## src/hdl/tspem_pkg.sv

```systemverilog
// Shared types and constants for the TS PID event monitor.
`timescale 1ns / 1ps

package tspem_pkg;

    localparam int PID_W    = 13;
    localparam int SCR_W    = 2;
    localparam int LEN_W    = 8;
    localparam int HEAD_W   = 32;
    localparam int SID_W    = 8;
    localparam int PKT_W    = 48;
    localparam int GAP_W    = 32;
    localparam int CFG_W    = 32;
    localparam int CFG_IDX_W = 2;

    // quotient estimate of pid / PID_COUNT uses this reciprocal scale
    localparam int RECIP_SHIFT = 26;
    localparam int RECIP_W     = RECIP_SHIFT + 1;

    localparam logic [LEN_W-1:0]  MIN_SCRAMBLE_LEN = 8'd8;
    localparam logic [LEN_W-1:0]  MIN_PES_LEN      = 8'd4;
    localparam logic [23:0]       PES_PREFIX       = 24'h000001;

    // configuration register indexes
    localparam logic [CFG_IDX_W-1:0] REG_SUSPEND_GAP    = 2'd0;
    localparam logic [CFG_IDX_W-1:0] REG_REPORT_CRYPTO  = 2'd1;
    localparam logic [CFG_IDX_W-1:0] REG_IGNORE_ID_CHG  = 2'd2;

    typedef enum logic [2:0] {
        EV_FIRST       = 3'd0,
        EV_SUSPENDED   = 3'd1,
        EV_RESTARTED   = 3'd2,
        EV_CLR_TO_SCR  = 3'd3,
        EV_SCR_TO_CLR  = 3'd4,
        EV_CRYPTO      = 3'd5,
        EV_FIRST_ID    = 3'd6,
        EV_ID_CHANGE   = 3'd7
    } ev_t;

    typedef enum logic [1:0] {
        ST_CLEAR,
        ST_IDLE,
        ST_EVAL,
        ST_EMIT
    } st_t;

    typedef struct packed {
        logic [GAP_W-1:0] suspend_gap;
        logic             report_crypto;
        logic             ignore_id_change;
    } cfg_t;

    // classified packet as it sits in the queue
    typedef struct packed {
        logic [PID_W-1:0] pid;
        logic [PID_W-1:0] quo;
        logic [SCR_W-1:0] scr;
        logic             ign_scr;
        logic             pes;
        logic [SID_W-1:0] sid;
    } item_t;

    typedef struct packed {
        ev_t              res;
        logic [PKT_W-1:0] pkt;
        logic [SCR_W-1:0] scr;
        logic [SID_W-1:0] old_id;
        logic [SID_W-1:0] new_id;
    } rec_t;

endpackage

```

## src/hdl/tspem_front.sv

```systemverilog
// Input side: takes packet words, classifies them and queues them for the back end.
`timescale 1ns / 1ps

module tspem_front #(
    parameter int PID_COUNT = 8192
) (
    input  logic                         clk,
    input  logic                         rst_n,
    input  logic                         in_valid,
    output logic                         in_ready,
    input  logic [tspem_pkg::PID_W-1:0]  pid,
    input  logic [tspem_pkg::SCR_W-1:0]  scramble_bits,
    input  logic                         unit_start,
    input  logic                         payload_present,
    input  logic [tspem_pkg::LEN_W-1:0]  payload_length,
    input  logic [tspem_pkg::HEAD_W-1:0] payload_head,
    input  logic                         clear_done,
    output logic                         q_valid,
    output tspem_pkg::item_t             q_item,
    input  logic                         q_pop
);

    localparam logic [tspem_pkg::RECIP_W-1:0] RECIP = tspem_pkg::RECIP_W'(
        ((64'd1 << tspem_pkg::RECIP_SHIFT) + 64'(PID_COUNT) - 64'd1) / 64'(PID_COUNT));
    localparam int PROD_W = tspem_pkg::PID_W + tspem_pkg::RECIP_W;

    logic [tspem_pkg::LEN_W-1:0] len;
    logic [PROD_W-1:0]           quo_prod;
    tspem_pkg::item_t            item_new;

    tspem_pkg::item_t q_mem_reg [2];
    logic             wr_ptr_reg, wr_ptr_next;
    logic             rd_ptr_reg, rd_ptr_next;
    logic [1:0]       count_reg, count_next;
    logic             push;

    always_comb
    begin
        len      = payload_present ? payload_length : '0;
        quo_prod = PROD_W'(pid) * PROD_W'(RECIP);
        item_new.pid     = pid;
        item_new.quo     = quo_prod[tspem_pkg::RECIP_SHIFT +: tspem_pkg::PID_W];
        item_new.scr     = scramble_bits;
        item_new.ign_scr = !payload_present || (len < tspem_pkg::MIN_SCRAMBLE_LEN);
        item_new.pes     = unit_start && (len >= tspem_pkg::MIN_PES_LEN) &&
                           (payload_head[31:8] == tspem_pkg::PES_PREFIX);
        item_new.sid     = payload_head[7:0];
    end

    assign in_ready = (count_reg != 2'd2) && clear_done;
    assign push     = in_valid && in_ready;
    assign q_valid  = (count_reg != 2'd0);
    assign q_item   = q_mem_reg[rd_ptr_reg];

    always_comb
    begin
        wr_ptr_next = push  ? !wr_ptr_reg : wr_ptr_reg;
        rd_ptr_next = q_pop ? !rd_ptr_reg : rd_ptr_reg;
        count_next  = count_reg + 2'(push) - 2'(q_pop);
    end

    always_ff @(posedge clk or negedge rst_n)
    begin
        if (!rst_n)
        begin
            wr_ptr_reg <= 1'b0;
            rd_ptr_reg <= 1'b0;
            count_reg  <= 2'd0;
        end
        else
        begin
            wr_ptr_reg <= wr_ptr_next;
            rd_ptr_reg <= rd_ptr_next;
            count_reg  <= count_next;
        end
    end

    always_ff @(posedge clk)
    begin
        if (push)
        begin
            q_mem_reg[wr_ptr_reg] <= item_new;
        end
    end

endmodule

```

## config.mk

```make
export PLATFORM = sky130hd
export DESIGN_NAME = tspem_front
export DESIGN_NICKNAME = d
export VERILOG_FILES = /design/src/hdl/tspem_pkg.sv /design/src/hdl/tspem_front.sv
export SDC_FILE = /design/constraint.sdc
export NUM_CORES = 1
export LEC_CHECK = 0
export ABC_AREA = 1
export BUFFER_PORTS_ARGS = -buffer_cell sky130_fd_sc_hd__buf_2
export CELL_PAD_IN_SITES_DETAIL_PLACEMENT = 1
export CELL_PAD_IN_SITES_GLOBAL_PLACEMENT = 2
export CORE_MARGIN = 3
export CORE_UTILIZATION = 31
export CTS_CLUSTER_DIAMETER = 80
export CTS_CLUSTER_SIZE = 28
export DETAILED_ROUTE_END_ITERATION = 12
export GPL_ROUTABILITY_DRIVEN = 0
export PLACE_DENSITY_LB_ADDON = 0.3
export SYNTH_ARGS = -nofsm -noshare
export SYNTH_HDL_FRONTEND = slang
export SYNTH_SLANG_ARGS = --single-unit
```

## constraint.sdc

```tcl
create_clock -name clk -period 2.8 [get_ports clk]
set_input_delay 0.28 -clock clk [delete_from_list [all_inputs] [get_ports clk]]
set_output_delay 0.28 -clock clk [all_outputs]
set_load 0.01 [all_outputs]
```

==> results of run 1 <==
==> power by group through the flow <==
stage	clock [mW]	sequential [mW]	combinational, mW
finish	0.400	1.15	0.676
global route	0.440	1.17	0.739
CTS	0.423	1.15	0.696
detailed placement	0	1.17	0.692
global placement	0	1.17	0.688
floorplan	0	1.06	0.604
==> synthesized netlist by cell type (all sizes together) (2+ instances only) <==
cell type and count:
mux2 25, nor2 15, dfrtp 4, nand2 12
xor2 2, buf 16, xnor2 2, edfxtp 50
o21ai 2, inv 18, ha 2
==> cells by family after synthesis <==
group,count (synthesis),synth area share [%]
flip-flops,54,67.1
multiplexers,25,14.8
adder cells (fa/ha/maj),2,1.05
AND/OR/NAND/NOR,30,4.98
buffers and inverters,34,9.07
other,1,0.157
AO/OA/AOI/OAI,5,1.41
XOR/XNOR,4,1.47
==> how the worst min path moves through the flow <==
stage	from	to	slack (ps)
6_report	q_pop	rd_ptr_reg	170
4_1_cts	scramble_bits[1]	q_mem_reg[0][11]	160
3_5_place_dp	rst_n	count_reg[0]	90
3_3_place_gp	rst_n	count_reg[1]	90
2_1_floorplan	rst_n	count_reg[0]	-20
5_1_grt	pid[10]	q_mem_reg[1][22]	160
==> what timing repair did <==
| item | 4_1_cts | 5_1_grt |
|---|---|---|
| endpoints found under the setup margin | 0 | 0 |
| endpoints found under the hold margin | 4 | 0 |
| hold buffers | 1 | 0 |
==> critical path, stage by stage, from the launching register on <==
cell and delay [ps]:
sky130_fd_sc_hd__dfrtp_2 890, sky130_fd_sc_hd__mux2_2 420, sky130_fd_sc_hd__buf_2 140
==> cell type report <==
class | instances | share of cell area [%]
Inverter | 18 | 2.28
Tap cell | 99 | 4.17
Clock buffer | 6 | 2.44
Clock inverter | 1 | 0.253
Timing Repair Buffer | 90 | 16.0
Multi-Input combinational cell | 79 | 20.9
Sequential cell | 54 | 54.0
==> metal layers <==
layer | part of all wire, % | up-vias | track usage, % | routed length (um)
met5 | 0.46 | - | 0 | 20
met4 | 1.0 | 2 | 3.25 | 43
met3 | 8.9 | 4 | 3.77 | 383
met2 | 50 | 62 | 17.2 | 2150
met1 | 40 | 662 | 10.5 | 1700
li1 | - | 687 | - | -
==> metrics, run 1 <==
tightest slew margin relative to the limit 47.9%; Detail Placement HPWL between 3000 and 4000 um; setup repair after global routing missed its margin false; routed length per instance between 10 and 15 um; clock tree from TritonCTS built; post-detailed-placement cell area 2880 sq um; initial antenna violation count 1; fraction of layout cells with a size suffix above 1 50.4%; site row count 31; Crit path required time 2520 ps; Setup WS pre-CTS 985 ps; Ys Warns 0; Synth async-reset ratio 7.41%; register area 1600 sq um; endpoint kind of the worst setup timing path primary output; Setup crit end q_item[7]; GRT Resource Usage Total 9.71%; synthesized area per cell 15.4 sq um; residual overflow from global routing 0; worst-skew pair later-pin latency ~290 ps; number of enable flip-flop cells after synthesis 50; Power, Total 2.22 mW; element type at the critical path start flip-flop; drc violations 0; total leakage power 1.30 nW; flop-to-flop setup slack 1010 ps; synthesized instance count 155; area grow syn2layout 24.4%; clock tree skew after final layout ~10 ps; largest voltage drop on the vdd net 0.269 mV; vias in the first global route 1486; Int Pwr 1.58 mW; area share of the leading cell type in the synthesized netlist 62.9%; largest net degree at the start of global routing 27; post-route cell area 2970 sq um; power per cell area 748 nW/um^2; sw frac 28.7%; DIE WIDTH 93.8 um; deepest level of the CTS H-tree 2; Inserted Clock Buffers 5; flip-flop count of the largest register after layout 50; CTS root buf sky130_fd_sc_hd__clkbuf_8; Clock Power Share between 15 and 20%; Cell variety after synth 21; combinational cell fraction of total power 30.4%; part of the Yosys area used for sequential elements between 60% and 70%; via count 1417; Hold WC Path Type input pin to flip-flop; die area between 8000 and 9000 sq um; clock sink total 54; ys flop type sky130_fd_sc_hd__edfxtp_1; die height 93.8 um; worst r2r path cells 4; Post-CTS Setup Bufs 0; Port Buf Inserts 86; ANT cells 0; fmax 0.492 GHz; Setup Total Neg Slack 0 ps; flop and latch count out of synthesis between 50 and 60; Clock transition at path regs 90 ps; Synth area leader sky130_fd_sc_hd__edfxtp_1; Top Ports between 100 and 150; share of the clock period used by the worst path a little over 70%; post-route core utilization between 40% and 50%; combined area of the multi-input logic cells 619 sq um; Core Footprint 7370 sq um; Max Slew Vio Count 0; max-cap violation count 0; WHS 168 ps; antenna-violating nets left 0; Critical Path Start rd_ptr_reg; switching component of the power 0.638 mW; number of cells in the design after placement 339; iteration count of the initial detailed-routing pass 3; CP Data Arrival Time 1750 ps; number of hold-slack violations in the final timing report 0; 1st-iter DRT viols 20; Synth Cell Area 2390 sq um; Worst Hold Depth 2; Avg Vias per Cell 4.08; minimum period implied by the final worst setup slack 2030 ps; transition time at the pin with the least slew margin 782 ps; final wirelength 4300 um; most common library cell in the layout ignoring fill and taps sky130_fd_sc_hd__buf_2; Initial Util 32.4%; # resized after CTS 0; launch point of the worst reg-to-reg path count_reg[1]; reg-to-reg endpoint q_mem_reg[0][12]; first-pass GRT wire length 6580 um; status finished clean; leading cell types in the layout, fill and taps excluded sky130_fd_sc_hd__buf_2 (86), sky130_fd_sc_hd__edfxtp_1 (50), sky130_fd_sc_hd__mux2_4 (19), sky130_fd_sc_hd__inv_1 (18); final setup margin 768 ps; Max Fanout on Critical Path 26; CTS max path bufs 2; post-route non-filler standard cell count 347; sequential share of power between 50% and 60%; Post-layout nets approximately 310; filler cell count in the final layout 814; final-report setup violation count 0; class of the most critical setup path flip-flop to primary output; top post-synthesis cells by area sky130_fd_sc_hd__edfxtp_1 (63%), sky130_fd_sc_hd__mux2_4 (12%), sky130_fd_sc_hd__dfrtp_1 (4.2%), sky130_fd_sc_hd__buf_4 (4.1%), sky130_fd_sc_hd__inv_1 (2.8%)
Power figures use the tool's default switching activity.
==> inputs of run 2 (changes only) <==
Clock period 2.8 ns to 2.05 ns, I/O delays scaled along.
==> metrics, run 2 (synthesis results as in run 1) <==
status finished clean; final-report setup violation count 0 (unchanged); first-pass GRT wire length 6950 um (+5.7%); clock tree from TritonCTS built; clock sink total 54 (unchanged); total leakage power 1.34 nW (+2.5%); Power, Total 3.23 mW (+46%); worst path buffer plus inverter count 2 (+1); number of hold-slack violations in the final timing report 0 (unchanged); Top Ports 102 (unchanged); Post-layout nets 314 (+0.64%); GRT Resource Usage Total 10.3% (+0.54 points); most common library cell in the layout ignoring fill and taps sky130_fd_sc_hd__buf_2; CTS root buf sky130_fd_sc_hd__clkbuf_8; power per cell area 1070 nW/um^2 (+43%); switching component of the power 0.914 mW (+43%); post-route core utilization 40.9% (+0.65 points); die height 93.8 um (unchanged); worst r2r path cells 6 (+2); routed length per instance 12.6 um (+1.4%); flip-flop count of the largest register after layout 50 (unchanged); via count 1415 (-0.14%); vias in the first global route 1488 (+0.13%); number of cells in the design after placement 341 (+0.59%); sequential share of power 46.2% (-5.4 points); clock tree skew after final layout 7.09 ps (-3.20 ps); Clock transition at path regs 100 ps (about the same); share of the clock period used by the worst path 90.1%; drc violations 0 (unchanged); critical-path cell list buf_12 -> mux2_2 -> buf_2; Endpoint, Worst Hold q_mem_reg[0][11]; site row count 31 (unchanged); element type at the critical path start flip-flop; setup repair after global routing missed its margin false; maximum cell stage delay along the critical path 600 ps (-290 ps); Port Buf Inserts 86 (unchanged); CP Data Arrival Time 1640 ps (-110 ps); endpoint kind of the worst setup timing path primary output; Post-CTS Setup Bufs 0 (unchanged); antenna-violating nets left 0 (unchanged); post-route non-filler standard cell count 350 (+0.86%); deepest level of the CTS H-tree 2 (unchanged); Crit path required time 1850 ps (-670 ps); final wirelength 4400 um (+2.2%); register area 1600 sq um (unchanged); iteration count of the initial detailed-routing pass 3 (unchanged); sw frac 28.3% (-0.45 points); DIE WIDTH 93.8 um (unchanged); Worst Hold Depth 1 (-1); max-cap violation count 0 (unchanged); combined area of the multi-input logic cells 619 sq um (unchanged); Clock Power Share 21.6% (+3.6 points); filler cell count in the final layout 829 (+1.8%); Initial Util 32.4% (unchanged); worst-skew pair later-pin latency 300 ps (about the same); Max Fanout on Critical Path 16 (-38%); Int Pwr 2.32 mW (+47%); CP max-delay cell sky130_fd_sc_hd__dfrtp_2; Max Slew Vio Count 0 (unchanged); Hold WC Path Type input pin to flip-flop; leading cell types in the layout, fill and taps excluded sky130_fd_sc_hd__buf_2 (86), sky130_fd_sc_hd__edfxtp_1 (50), sky130_fd_sc_hd__mux2_4 (19), sky130_fd_sc_hd__inv_1 (18); Inserted Clock Buffers 5 (unchanged); minimum period implied by the final worst setup slack 1850 ps; # resized after CTS 0 (unchanged); fmax roughly 0.54 GHz; area grow syn2layout 26.4%; largest voltage drop on the vdd net 0.323 mV (+20%); CTS max path bufs 2 (unchanged); residual overflow from global routing 0 (unchanged); Detail Placement HPWL 3450 um (+4.2%); initial antenna violation count 0 (-1); die area 8790 sq um (unchanged); launch point of the worst reg-to-reg path count_reg[1]; class of the most critical setup path flip-flop to primary output; gate family responsible for the most delay along the worst path flip-flops; Avg Vias per Cell 4.04 (-1.0%); count of hold-fix buffers inserted at cts 1 (unchanged); 1st-iter DRT viols 40 (+100%); WHS 88.0 ps (-79.6 ps); reg-to-reg endpoint count_reg[1]; flop-to-flop setup slack 560 ps (-450 ps); start point of the worst min-delay path scramble_bits[1]; Core Footprint 7370 sq um (unchanged); ANT cells 0 (unchanged); fraction of layout cells with a size suffix above 1 51.4% (+0.99 points); largest net degree at the start of global routing 18 (-33%); combinational cell fraction of total power 32.1% (+1.7 points)
run 2: changes by cell type in the layout (fill, tap and decap cells not counted), sizes merged:
cell      change
buf           +2
bufinv        +1
clkbuf        -1
clkinv        +1
clkinvlp      -1
inv           +1
run 2: layout make-up:
type / instances / share of cell area (%)
timing repair buffer: 92 / 16.3
clock buffer: 5 / 2.28
clock inverter: 3 / 1.45
multi-input combinational: 79 / 20.5
sequential: 54 / 53.1
tap: 99 / 4.11
inverter: 18 / 2.24
run 2: how the worst max path moves through the flow:
stage / from / end / cells past startpoint
floorplan: count_reg[1] / q_mem_reg[0][0] / 3
finish: rd_ptr_reg / q_item[37] / 3
CTS: rd_ptr_reg / q_item[37] / 3
global route: rd_ptr_reg / q_item[37] / 3
detailed placement: rd_ptr_reg / q_item[37] / 3
global placement: rd_ptr_reg / q_item[37] / 3
run 2: routing by layer:
layer,vias up,track usage [%],part of all wire (%)
met3,4,4.17,9.9
met2,65,17.6,49
met4,0,2.53,1.2
met5,-,0,0
met1,656,11.9,40
li1,690,-,-
run 2: worst register-to-register path, cell delays in order, from the launching register on:
cell	delay (ps)
sky130_fd_sc_hd__dfrtp_1	420
sky130_fd_sc_hd__a21boi_2	160
sky130_fd_sc_hd__nand2_1	160
sky130_fd_sc_hd__ha_1	310
sky130_fd_sc_hd__inv_1	40
sky130_fd_sc_hd__ha_1	180
sky130_fd_sc_hd__xnor2_1	120
run 2: power by group through the flow:
| stage | Sequential, mW | Combinational, mW | Clock, mW |
|---|---|---|---|
| 2_1_floorplan | 1.45 | 0.825 | 0 |
| 3_3_place_gp | 1.51 | 1.06 | 0 |
| 3_5_place_dp | 1.52 | 1.07 | 0 |
| 4_1_cts | 1.50 | 1.07 | 0.733 |
| 5_1_grt | 1.52 | 1.15 | 0.771 |
| 6_report | 1.50 | 1.04 | 0.700 |
run 2: metrics by stage:
stage               TNS, ps  setup WS [ps]  area (sq um)
floorplan             -8970           -179          2430
global placement          0            518          2890
detailed placement        0            523          2890
CTS                       0            167          3020
global route              0            112          3020
finish                    0            202          3020
==> inputs of run 3 (changes only) <==
--- a/config.mk
+++ b/config.mk
@@ -18,2 +18,3 @@
 export PLACE_DENSITY_LB_ADDON = 0.3
+export REMOVE_ABC_BUFFERS = 1
 export SYNTH_ARGS = -nofsm -noshare
--- a/constraint.sdc
+++ b/constraint.sdc
@@ -3,2 +3,2 @@
 set_output_delay 0.205 -clock clk [all_outputs]
-set_load 0.01 [all_outputs]
+set_load 0.005 [all_outputs]
==> metrics, run 3 (synthesis results as in run 1) <==
drc violations 0 (unchanged); site row count 31 (unchanged); Crit path required time 1850 ps (about the same); class of the most critical setup path flip-flop to primary output; Inserted Clock Buffers 5 (unchanged); total leakage power 1.32 nW (-0.99%); number of hold-slack violations in the final timing report 0 (unchanged); flip-flop count of the largest register after layout 50 (unchanged); CTS root buf sky130_fd_sc_hd__clkbuf_8; CTS max path bufs 2 (unchanged); Core Footprint 7370 sq um (unchanged); Detail Placement HPWL 3440 um (-0.46%); deepest level of the CTS H-tree 2 (unchanged); leading cell types in the layout, fill and taps excluded sky130_fd_sc_hd__buf_2 (86), sky130_fd_sc_hd__edfxtp_1 (50), sky130_fd_sc_hd__mux2_4 (19), sky130_fd_sc_hd__inv_1 (18); DIE WIDTH 93.8 um (unchanged); maximum cell stage delay along the critical path 370 ps (-230 ps); Max Slew Vio Count 0 (unchanged); area grow syn2layout 25.2%; via count 1409 (-0.42%); final-report setup violation count 0 (unchanged); post-route cell area 2990 sq um (-0.95%); antenna-violating nets left 0 (unchanged); final setup margin 400 ps (+198 ps); post-detailed-placement cell area 2890 sq um (-0.22%); largest net degree at the start of global routing 18 (unchanged); element type at the critical path start flip-flop; 1st-iter DRT viols 16 (-60%); Post-layout nets 315 (+0.32%); minimum period implied by the final worst setup slack 1650 ps (-198 ps); Post-CTS Setup Bufs 0 (unchanged); die area 8790 sq um (unchanged); ANT cells 0 (unchanged); worst r2r path cells 6 (unchanged); initial antenna violation count 0 (unchanged); clock sink total 54 (unchanged); most common library cell in the layout ignoring fill and taps sky130_fd_sc_hd__buf_2; Worst Hold Depth 1 (unchanged); first-pass GRT wire length 6810 um (-2.0%); status finished clean; worst path buffer plus inverter count 2 (unchanged); endpoint kind of the worst setup timing path primary output; vias in the first global route 1468 (-1.3%); # resized after CTS 0 (unchanged); max-cap violation count 0 (unchanged); flop-to-flop setup slack 530 ps (-30 ps); final wirelength 4380 um (-0.48%); worst-skew pair later-pin latency 300 ps (about the same); Port Buf Inserts 86 (unchanged); gate family responsible for the most delay along the worst path buffers and inverters; Max Fanout on Critical Path 16 (unchanged); power per cell area 1000 nW/um^2 (-6.3%); count of hold-fix buffers inserted at cts 1 (unchanged); Top Ports 102 (unchanged); fraction of layout cells with a size suffix above 1 51.2% (-0.20 points); critical path depth in cells 3 (unchanged); clock tree from TritonCTS built; largest voltage drop on the vdd net 0.279 mV (-13%); GRT Resource Usage Total 10.1% (-0.19 points); die height 93.8 um (unchanged); CP max-delay cell sky130_fd_sc_hd__mux2_2; Hold WC Path Type input pin to flip-flop; Setup WS pre-CTS 518 ps (-4.93 ps); setup repair after global routing missed its margin false; residual overflow from global routing 0 (unchanged); routed length per instance 12.5 um (-0.76%); critical-path cell list buf_4 -> mux2_2 -> buf_2; fmax 0.606 GHz (+12%); iteration count of the initial detailed-routing pass 3 (unchanged); Clock transition at path regs 100 ps (about the same); Initial Util 32.4% (unchanged); share of the clock period used by the worst path 80.5% (-9.7 points); CP Data Arrival Time 1440 ps (-200 ps); clock tree skew after final layout 6.38 ps (-0.704 ps); Avg Vias per Cell 4.01 (-0.71%)
[run 3: report_power, final]
part           internal (mW)  switching [mW]
clock network          0.240           0.337
logic                  0.552           0.433
registers               1.38          0.0536
total                   2.18           0.824
[run 3: final timing paths]
kind,startpoint,end
setup reg to reg,count_reg[1],count_reg[1]
max in group asynchronous,rst_n,rd_ptr_reg
hold / removal,pid[10],q_mem_reg[1][22]
hold reg to reg,count_reg[0],count_reg[0]
setup / recovery,rd_ptr_reg,q_item[37]
min in group asynchronous,rst_n,count_reg[0]
[run 3: layout make-up]
class / instances / area (sq um)
multi-input cells: 79 / 619
inverters: 18 / 67.6
well taps: 99 / 124
repair buffers: 93 / 485
clock inverters: 3 / 21.3
flip-flops and latches: 54 / 1600
fillers: 826 / 4380
clock buffers: 5 / 68.8
[run 3: per-stage QoR]
step	utilization [%]	power, mW	cells	setup TNS (ps)	hold WS (ps)
finish	40.5	3.00	351	0	86.5
global route	40.5	3.19	351	0	73.8
CTS	40.5	3.08	351	0	72.4
detailed placement	39.2	2.49	342	0	25.4
global placement	39.2	2.46	342	0	16.5
floorplan	-	2.08	151	-6130	-90.6
[run 3: routing by layer]
layer	part of all wire, %	up-vias	GRT usage, %
li1	-	694	-
met1	40	634	11.5
met2	50	77	17.7
met3	9.4	4	3.04
met4	1.1	0	3.61
met5	0	-	0
